## config.mk

```make
export PLATFORM = sky130hd
export DESIGN_NAME = busy_load_monitor
export DESIGN_NICKNAME = d
export VERILOG_FILES = /design/src/rtl/core/blm_pkg.sv /design/src/rtl/core/busy_load_monitor.sv
export SDC_FILE = /design/constraint.sdc
export NUM_CORES = 1
export LEC_CHECK = 0
export ABC_CLOCK_PERIOD_IN_PS = 6800
export BUFFER_PORTS_ARGS = -buffer_cell sky130_fd_sc_hd__buf_4
export CORE_MARGIN = 10
export CORE_UTILIZATION = 50
export CTS_BUF_LIST = sky130_fd_sc_hd__clkbuf_8
export DETAILED_ROUTE_END_ITERATION = 8
export PLACE_DENSITY = 0.79
export REMOVE_ABC_BUFFERS = 1
export SETUP_SLACK_MARGIN = 0.02
export SLEW_MARGIN = 10
export SYNTH_ARGS = -nofsm -noshare
export SYNTH_HDL_FRONTEND = slang
export SYNTH_SLANG_ARGS = --single-unit
```

## constraint.sdc

```tcl
create_clock -name clk_i -period 6.8 [get_ports clk_i]
set_input_delay 1.36 -clock clk_i [delete_from_list [all_inputs] [get_ports clk_i]]
set_output_delay 1.36 -clock clk_i [all_outputs]
set_load 0.01 [all_outputs]
```

## src/rtl/core/blm_pkg.sv

```systemverilog
// blm_pkg: shared types, widths and helpers for the busy load monitor
// no dependencies; imported by busy_load_monitor and tb_busy_load_monitor
package blm_pkg;

  // number of tracked key slots and their index width
  localparam int unsigned NumSlots  = 4;
  localparam int unsigned SlotW     = 3;
  localparam logic [SlotW-1:0] SlotNone = 3'd4;

  // configuration port
  localparam int unsigned CfgIdxW   = 3;
  localparam int unsigned CfgDataW  = 32;

  // field widths
  localparam int unsigned KeyW      = 32;
  localparam int unsigned AvgW      = 24;
  localparam int unsigned PctW      = 7;
  localparam int unsigned StreakW   = 8;
  localparam int unsigned WinLen    = 16;
  localparam int unsigned WinCntW   = 5;
  localparam int unsigned CountW    = 32;

  // stream widths, padded to whole bytes
  localparam int unsigned InDataW   = 40;
  localparam int unsigned OutDataW  = 136;

  localparam logic [StreakW-1:0] StreakMax = 8'd255;
  localparam logic [6:0]         PctScale  = 7'd100;

  // result beat, first field in the highest bits
  typedef struct packed {
    logic [KeyW-1:0]    pending_key;
    logic [CountW-1:0]  hit_count;
    logic [SlotW-1:0]   hit_slot;
    logic [CountW-1:0]  samples_seen;
    logic [WinCntW-1:0] window_peak;
    logic [WinCntW-1:0] window_count;
    logic [StreakW-1:0] max_streak;
    logic [StreakW-1:0] streak;
    logic [PctW-1:0]    load_percent;
  } result_t;

  localparam int unsigned ResultW = $bits(result_t);

  // population count of the busy window
  function automatic logic [WinCntW-1:0] ones16(input logic [WinLen-1:0] v);
    logic [WinCntW-1:0] n;
    n = '0;
    for (int i = 0; i < WinLen; i++) begin
      n = n + WinCntW'(v[i]);
    end
    return n;
  endfunction

endpackage

```

## src/rtl/core/busy_load_monitor.sv

```systemverilog
// busy_load_monitor: tick-sample load monitor with moving average, streaks,
// busy window statistics and four-slot key hit counting
// an accepted input beat passes the input register, then the result register
// throughput: one beat per cycle while the output is not stalled; the input
// register feeds one update stage whose state and result register load together
// reset: rst_ni asynchronous active low clears all statistics, key slots,
// the pending key and both valid flags; no clearing pass is needed
module busy_load_monitor
  import blm_pkg::*;
(
  input  logic                clk_i,
  input  logic                rst_ni,
  // configuration write port
  input  logic                cfg_we_i,
  input  logic [CfgIdxW-1:0]  cfg_idx_i,
  input  logic [CfgDataW-1:0] cfg_data_i,
  // input stream
  input  logic                s_axis_tvalid,
  output logic                s_axis_tready,
  // tdata: busy_req [0], sample_key [32:1], zero pad [39:33]
  input  logic [InDataW-1:0]  s_axis_tdata,
  // output stream
  output logic                m_axis_tvalid,
  input  logic                m_axis_tready,
  // tdata: load_percent [6:0], streak [14:7], max_streak [22:15],
  // window_count [27:23], window_peak [32:28], samples_seen [64:33],
  // hit_slot [67:65], hit_count [99:68], pending_key [131:100], zero pad [135:132]
  output logic [OutDataW-1:0] m_axis_tdata
);

  // key slot registers
  logic [KeyW-1:0] key_slot_q [NumSlots];

  always_ff @(posedge clk_i or negedge rst_ni) begin
    if (!rst_ni) begin
      for (int i = 0; i < NumSlots; i++) key_slot_q[i] <= '0;
    end else if (cfg_we_i && (cfg_idx_i < CfgIdxW'(NumSlots))) begin
      key_slot_q[cfg_idx_i[1:0]] <= cfg_data_i;
    end
  end

  // pipeline handshake
  logic in_valid_q, out_valid_q;
  logic advance;
  assign advance       = in_valid_q && (!out_valid_q || m_axis_tready);
  assign s_axis_tready = !in_valid_q || advance;
  assign m_axis_tvalid = out_valid_q;

  // input register
  logic            busy_q;
  logic [KeyW-1:0] key_q;

  always_ff @(posedge clk_i or negedge rst_ni) begin
    if (!rst_ni) begin
      in_valid_q <= 1'b0;
    end else if (s_axis_tready) begin
      in_valid_q <= s_axis_tvalid;
    end
  end

  always_ff @(posedge clk_i) begin
    if (s_axis_tvalid && s_axis_tready) begin
      busy_q <= s_axis_tdata[0];
      key_q  <= s_axis_tdata[KeyW:1];
    end
  end

  // statistics state
  logic [AvgW-1:0]    avg_q, avg_d;
  logic [CountW-1:0]  samples_q, samples_d;
  logic [StreakW-1:0] streak_q, streak_d;
  logic [StreakW-1:0] longest_q, longest_d;
  logic [WinLen-1:0]  window_q, window_d;
  logic [WinCntW-1:0] peak_q, peak_d;
  logic [CountW-1:0]  slot_cnt_q [NumSlots];
  logic [KeyW-1:0]    captured_q, captured_d;

  // exponential average: avg*255 + busy<<24, then >>8
  logic [AvgW+8:0]  avg_acc;
  logic [AvgW+6:0]  pct_prod;
  logic [WinCntW-1:0] win_cnt;
  logic [SlotW-1:0]   hit;
  logic [CountW-1:0]  hit_cnt;
  result_t            res_d, res_q;

  always_comb begin
    avg_acc = ({1'b0, avg_q, 8'd0} - (AvgW+9)'(avg_q))
            + ((AvgW+9)'(busy_q) << AvgW);
    avg_d   = avg_acc[AvgW+7:8];
    pct_prod = (AvgW+7)'(avg_d) * (AvgW+7)'(PctScale);
  end

  // streak, window and sample counter
  always_comb begin
    samples_d = samples_q + 1'b1;
    streak_d  = streak_q;
    longest_d = longest_q;
    if (busy_q) begin
      if (streak_q < StreakMax) streak_d = streak_q + 1'b1;
      if (streak_d > longest_q) longest_d = streak_d;
    end else begin
      streak_d = '0;
    end
    window_d = {window_q[WinLen-2:0], busy_q};
    win_cnt  = ones16(window_d);
    peak_d   = (win_cnt > peak_q) ? win_cnt : peak_q;
  end

  // key compare, lowest matching slot wins
  always_comb begin
    hit = SlotNone;
    for (int i = NumSlots - 1; i >= 0; i--) begin
      if (key_q != '0 && key_slot_q[i] == key_q) hit = SlotW'(i);
    end
    hit_cnt    = '0;
    captured_d = captured_q;
    if (hit != SlotNone) begin
      hit_cnt = slot_cnt_q[hit[1:0]] + 1'b1;
    end else if (key_q != '0 && captured_q == '0) begin
      captured_d = key_q;
    end
  end

  // result fields
  always_comb begin
    res_d.load_percent = pct_prod[AvgW+PctW-1:AvgW];
    res_d.streak       = streak_d;
    res_d.max_streak   = longest_d;
    res_d.window_count = win_cnt;
    res_d.window_peak  = peak_d;
    res_d.samples_seen = samples_d;
    res_d.hit_slot     = hit;
    res_d.hit_count    = hit_cnt;
    res_d.pending_key  = captured_d;
  end

  // state update and output valid
  always_ff @(posedge clk_i or negedge rst_ni) begin
    if (!rst_ni) begin
      out_valid_q <= 1'b0;
      avg_q       <= '0;
      samples_q   <= '0;
      streak_q    <= '0;
      longest_q   <= '0;
      window_q    <= '0;
      peak_q      <= '0;
      captured_q  <= '0;
      for (int i = 0; i < NumSlots; i++) slot_cnt_q[i] <= '0;
    end else begin
      if (advance) begin
        out_valid_q <= 1'b1;
        avg_q       <= avg_d;
        samples_q   <= samples_d;
        streak_q    <= streak_d;
        longest_q   <= longest_d;
        window_q    <= window_d;
        peak_q      <= peak_d;
        captured_q  <= captured_d;
        if (hit != SlotNone) slot_cnt_q[hit[1:0]] <= hit_cnt;
      end else if (m_axis_tready) begin
        out_valid_q <= 1'b0;
      end
    end
  end

  // result register
  always_ff @(posedge clk_i) begin
    if (advance) res_q <= res_d;
  end

  assign m_axis_tdata = {(OutDataW-ResultW)'(0), res_q};

  // checks
  assert property (@(posedge clk_i) disable iff (!rst_ni)
    m_axis_tvalid |-> res_q.streak <= res_q.max_streak)
    else $error("streak above its maximum");

  assert property (@(posedge clk_i) disable iff (!rst_ni)
    m_axis_tvalid |-> res_q.window_count <= res_q.window_peak)
    else $error("window count above its peak");

  assert property (@(posedge clk_i) disable iff (!rst_ni)
    (m_axis_tvalid && res_q.hit_slot == SlotNone) |-> res_q.hit_count == '0)
    else $error("hit count without a matching slot");

  assert property (@(posedge clk_i) disable iff (!rst_ni)
    (in_valid_q && !advance) |=> ($stable(avg_q) && $stable(samples_q)))
    else $error("state changed while the update stage was stalled");

endmodule

```

; ---- Word-level counts from Yosys, hierarchy flattened
; Cells that the tools add are included.
[totals]
ff_bits = 547
inputBits = 80
output_inout_bits = 138
word_cells = 106
[classes]
n_addsub = 20
multipliers = 1
n_lt_le_gt_ge = 8
eq_ne = 5
mux = 24
n_bitwise = 2
n_reduce_logical = 18
[op_table]
columns = cell, n
row1 = bitwise mux 128 bit, 2
row2 = 2-to-1 mux 32 bit, 7
row3 = demux 32 bit (select 2 bit), 2
row4 = == test 32 bit, 4
row5 = adder 32 x 1 -> 32 bit (second input constant), 2
row6 = binary-select mux 32 bit (select 2 bit), 1
row7 = adder 5 x 1 -> 5 bit, 11
row8 = 2-to-1 mux 8 bit, 5
row9 = adder 32 x 25 -> 32 bit, 1
row10 = zero test 32 bit, 1
row11 = nonzero test 32 bit, 1
row12 = subtractor 32 x 24 -> 32 bit, 1
row13 = multiplier 24 x 5 -> 29 bit (second input constant), 1
row14 = 2-to-1 mux 3 bit, 4
row15 = logical AND 1 bit, 10
row16 = adder 8 x 1 -> 8 bit (second input constant), 1
row17 = > comparator 8 bit, 1
row18 = < comparator 8 bit (second input constant), 1
row19 = >= comparator 3 bit (second input constant), 2
row20 = < comparator 3 x 1 -> 1 bit (second input constant), 2
row21 = inverter 2 -> 3 bit, 2
row22 = adder 4 x 1 -> 5 bit, 1
row23 = > comparator 5 bit, 1
row24 = 2-to-1 mux 5 bit, 1
row25 = 10 further kinds, 13

; ---- Longest topological paths before layout
[depth]
word_depth = 17
mapped_depth = 31
ltp_nobuf = 31

; ---- Worst setup path after synthesis
; OpenSTA, ideal clock, no wires.
[synth_path]
path_type = input port to flip-flop
startpoint = input m_axis_tready
endpoint = register res_q, in the netlist m_axis_tdata[0], enable pin
setup_ns = 0.547
arrival_ns = 6.020
t_required_ns = 6.253
slack_ns = 0.233
stages = 6
path_buffers = 3
path_cell_list = nand2b_1 nand2_1 inv_2 clkbuf_1 clkbuf_1 buf_1
[synth_between]
elab_chain_cells = 2
[synth_rtl]
columns = item, line
row1 = from (decl), busy_load_monitor.sv:24  ; input logic m_axis_tready,
row2 = logical OR 1 bit, busy_load_monitor.sv:45  ; assign advance = in_valid_q && (!out_valid_q || m_axis_tready);
row3 = logical AND 1 bit, busy_load_monitor.sv:45
row4 = net advance, busy_load_monitor.sv:44  ; logic advance;
row5 = to (signal assigned), busy_load_monitor.sv:168  ; if (advance) res_q <= res_d;
row6 = to (decl), busy_load_monitor.sv:84  ; result_t res_d, res_q;
; The timed path passes the listed nets, and every way through them passes these cells.
; A chain may end at the register's enable or synchronous reset.

; ---- Worst setup path after layout
[layout_path]
startpoint = register avg_q[2]
endpoint = register res_q, in the netlist m_axis_tdata[6], data pin
[layout_between]
elab_chain_cells = 3
[layout_rtl]
columns = item, line
row1 = from (decl), busy_load_monitor.sv:69  ; logic [AvgW-1:0] avg_q, avg_d;
row2 = from (signal assigned), busy_load_monitor.sv:152  ; avg_q <= avg_d;
row3 = subtractor 32 x 24 -> 32 bit, busy_load_monitor.sv:87  ; avg_acc = ({1'b0, avg_q, 8'd0} - (AvgW+9)'(avg_q))
row4 = adder 32 x 25 -> 32 bit, busy_load_monitor.sv:88  ; + ((AvgW+9)'(busy_q) << AvgW);
row5 = net avg_acc[17], busy_load_monitor.sv:79  ; logic [AvgW+8:0] avg_acc;
row6 = multiplier 24 x 5 -> 29 bit, busy_load_monitor.sv:90  ; pct_prod = (AvgW+7)'(avg_d) * (AvgW+7)'(PctScale);
row7 = net pct_prod[30], busy_load_monitor.sv:80  ; logic [AvgW+6:0] pct_prod;
; The timed path passes the listed nets, and every way through them passes these cells.

==> results.toml <==
[run_status]
status = "completed"

[clock_network]
clkTransAtPathRegs_ns = 0.06
insertion_delay_ns = 0.71
cts_num_sinks = 547
cts_hold_buf = 0
root_buffer = "clkbuf_8"
numCtsBuffers = 93
cts_buffer_depth = 3
cts_tree = "built"
htree_levels = 3

[synthesis]
syn_area_mm2 = 0.0278
synthDistinctLibCells = 79
synthArstFlopShare_pct = 69.8
ys_ff_latch = 547
synth_cells = 2506
synth_area_per_cell_um2 = 11.1
seq_area_frac_synth_pct = 52.3
synth_warnings = 0
yosys_most_used_dff = "dfrtp_1"
synth_edf_count = 165

[worst_setup_path]
setup.worst_path.end_class = "register"
max_stage_delay_ns = 0.51
crit_fanout = 4
slowest_stage = "fa_1"
critPathBufInv = 4
crit_required_ns = 7.22
startpoint_type = "register"
cp_data_arrival_time_ns = 6.79
crit_family = "compound AO/OA/AOI/OAI gates"
crit_type = "reg2reg"

[global_routing]
grt_pass1_wl_mm = 108
grt_overflow = 0
track_usage_pct = 20.2
grt_max_degree = 142
antenna_found_initial = 2
grt_pass1_vias = 20500

[floorplan]
initial_core_util_pct = 50.5
ios = 218
core_mm2 = 0.0550
num_rows = 86
chipWidth_um = 256
dieHeight_um = 256
die_area_mm2 = 0.0653

[final_layout]
area_growth_pct = 15.2
final_nets = 2953
layout-drive-gt1-share_pct = 21.2
fill_cells = 4364
n_antenna_cell = 0
layout_common_cells = "dfrtp_1 (382), nand2_1 (282), buf_4 (230)"
layout_commonest_cell = "dfrtp_1"
utilization_pct = 58.2

[sta]
rsz0062_at_grt = "false"
maxSlewHeadroom_pct = 19.8
finalCritPeriodShare_pct = 93.6
worst_pin_slew_ns = 1.20
whs_ns = 0.471
fmax_mhz = 157
slew_viol_final = 0
period_needed_ns = 6.36
setup-violations-final = 0
hold_viol = 0
skew_ns = 0.0552

[drt]
drt_wl_total_mm = 66.4
drtIter0Drc = 1381
antenna_left = 0
wl_per_cell_um = 18.8
dr_total_vias = 19400
vias_per_cell = 5.49
dr.pass1.iters = 5
route.detailed.drc = 0

[placed_design]
gp_congestion = 0.897
port_buffers = 206
hpwl_mm = 46.0

[flow_run]
drv_cap = 0

[min_path]
hp-class = "reg2reg"
## state kept, by name, indices dropped and copies added, names as in the netlist, 8 cells and up
| name | count |
|---|---|
| avg_q | 24 |
| samples_q | 32 |
| key_q | 32 |
| key_slot_q | 128 |
| longest_q | 8 |
| streak_q | 8 |
| captured_q | 32 |
| m_axis_tdata | 132 |
| slot_cnt_q | 128 |
| window_q | 15 |
## what timing repair did
| action | CTS | global route |
|---|---|---|
| gates cloned | 0 | 0 |
| gates resized for setup | 2 | 12 |
| hold endpoints to repair | 0 | 0 |
| setup buffers | 0 | 2 |
| pin swaps | 0 | 4 |
| endpoints found under the setup margin | 2 | 4 |
## synth_stat cells, drive strengths merged, types with 39 or more instances
library cell	number	area, µm²
a21o	47	353
buf	39	214
clkbuf	87	327
dfrtp	382	9560
edfxtp	165	4950
ha	134	1680
inv	182	683
mux2	149	1680
nand2	284	1070
nand3	39	200
nor2	129	484
nor3	46	279
nor4	56	363
o21ai	186	931
xnor2	129	1190
xor2	136	1190
## cell families after synthesis
logic type | after synthesis | share of synthesized area, %
muxes | 153 | 6.19
AOI/OAI and AO/OA | 382 | 8.67
xor gates and xnor gates | 265 | 8.58
other | 1 | 0.0135
and+or+nand+nor | 688 | 11.8
adders and majority gates | 162 | 8.06
buffers and inverters | 308 | 4.41
DFF | 547 | 52.3
## worst reg2reg max path: cells and delay by family (launching register included)
kind	cells	cell delay [ns]
compound gates	13	2.10
xor+xnor	1	0.19
fa+ha+maj	6	2.06
buf+inv	4	0.38
flops	1	0.41
mux	1	0.15
simple gates	5	0.81
## path summary, 6_finish.rpt
| kind | to | cells after the start | slack, ns | from |
|---|---|---|---|---|
| worst min register to register | slot_cnt_q[112] | 1 | 0.47 | slot_cnt_q[112] |
| worst min-delay path | slot_cnt_q[112] | 1 | 0.47 | slot_cnt_q[112] |
| max in group asynchronous | avg_q[3] | 2 | 4.78 | rst_ni |
| worst max register to register | m_axis_tdata[6] | 30 | 0.44 | avg_q[2] |
| min in group asynchronous | captured_q[27] | 1 | 0.66 | rst_ni |
| worst max-delay path | m_axis_tdata[6] | 30 | 0.44 | avg_q[2] |
## final cells by class
class | instances | area (µm²) | share of cell area [%]
Sequential cell | 547 | 14500 | 45.4
Inverter | 182 | 691 | 2.16
Clock buffer | 110 | 1510 | 4.73
Clock inverter | 63 | 402 | 1.26
Tap cell | 748 | 936 | 2.93
Timing Repair Buffer | 233 | 1780 | 5.57
Multi-Input combinational cell | 1654 | 12200 | 38.0
## per-layer routing
metal  track usage [%]  up-vias  wire [µm]
met2              34.1      652      32500
li1                  -     9064          -
met3              4.18      138       4350
met1              25.2     9562      27500
met5                 0        -         34
met4              7.84        4       1980
## metrics by stage
| stage | TNS, ns | setup slack (ns) | std cells | cell area, µm² |
|---|---|---|---|---|
| 6_report | 0 | 0.435 | 3537 | 32000 |
| 5_1_grt | 0 | 0.0113 | 3537 | 32000 |
| 4_1_cts | 0 | 0.0792 | 3535 | 31900 |
| 3_5_place_dp | -0.00852 | -0.00852 | 3362 | 30000 |
| 3_3_place_gp | 0 | 0.169 | 3362 | 30000 |
| 2_1_floorplan | -22.94 | -0.799 | 2383 | 27200 |
Power is not shown: default switching activity piles up to over one toggle a cycle in this logic, so the estimate is an artifact.
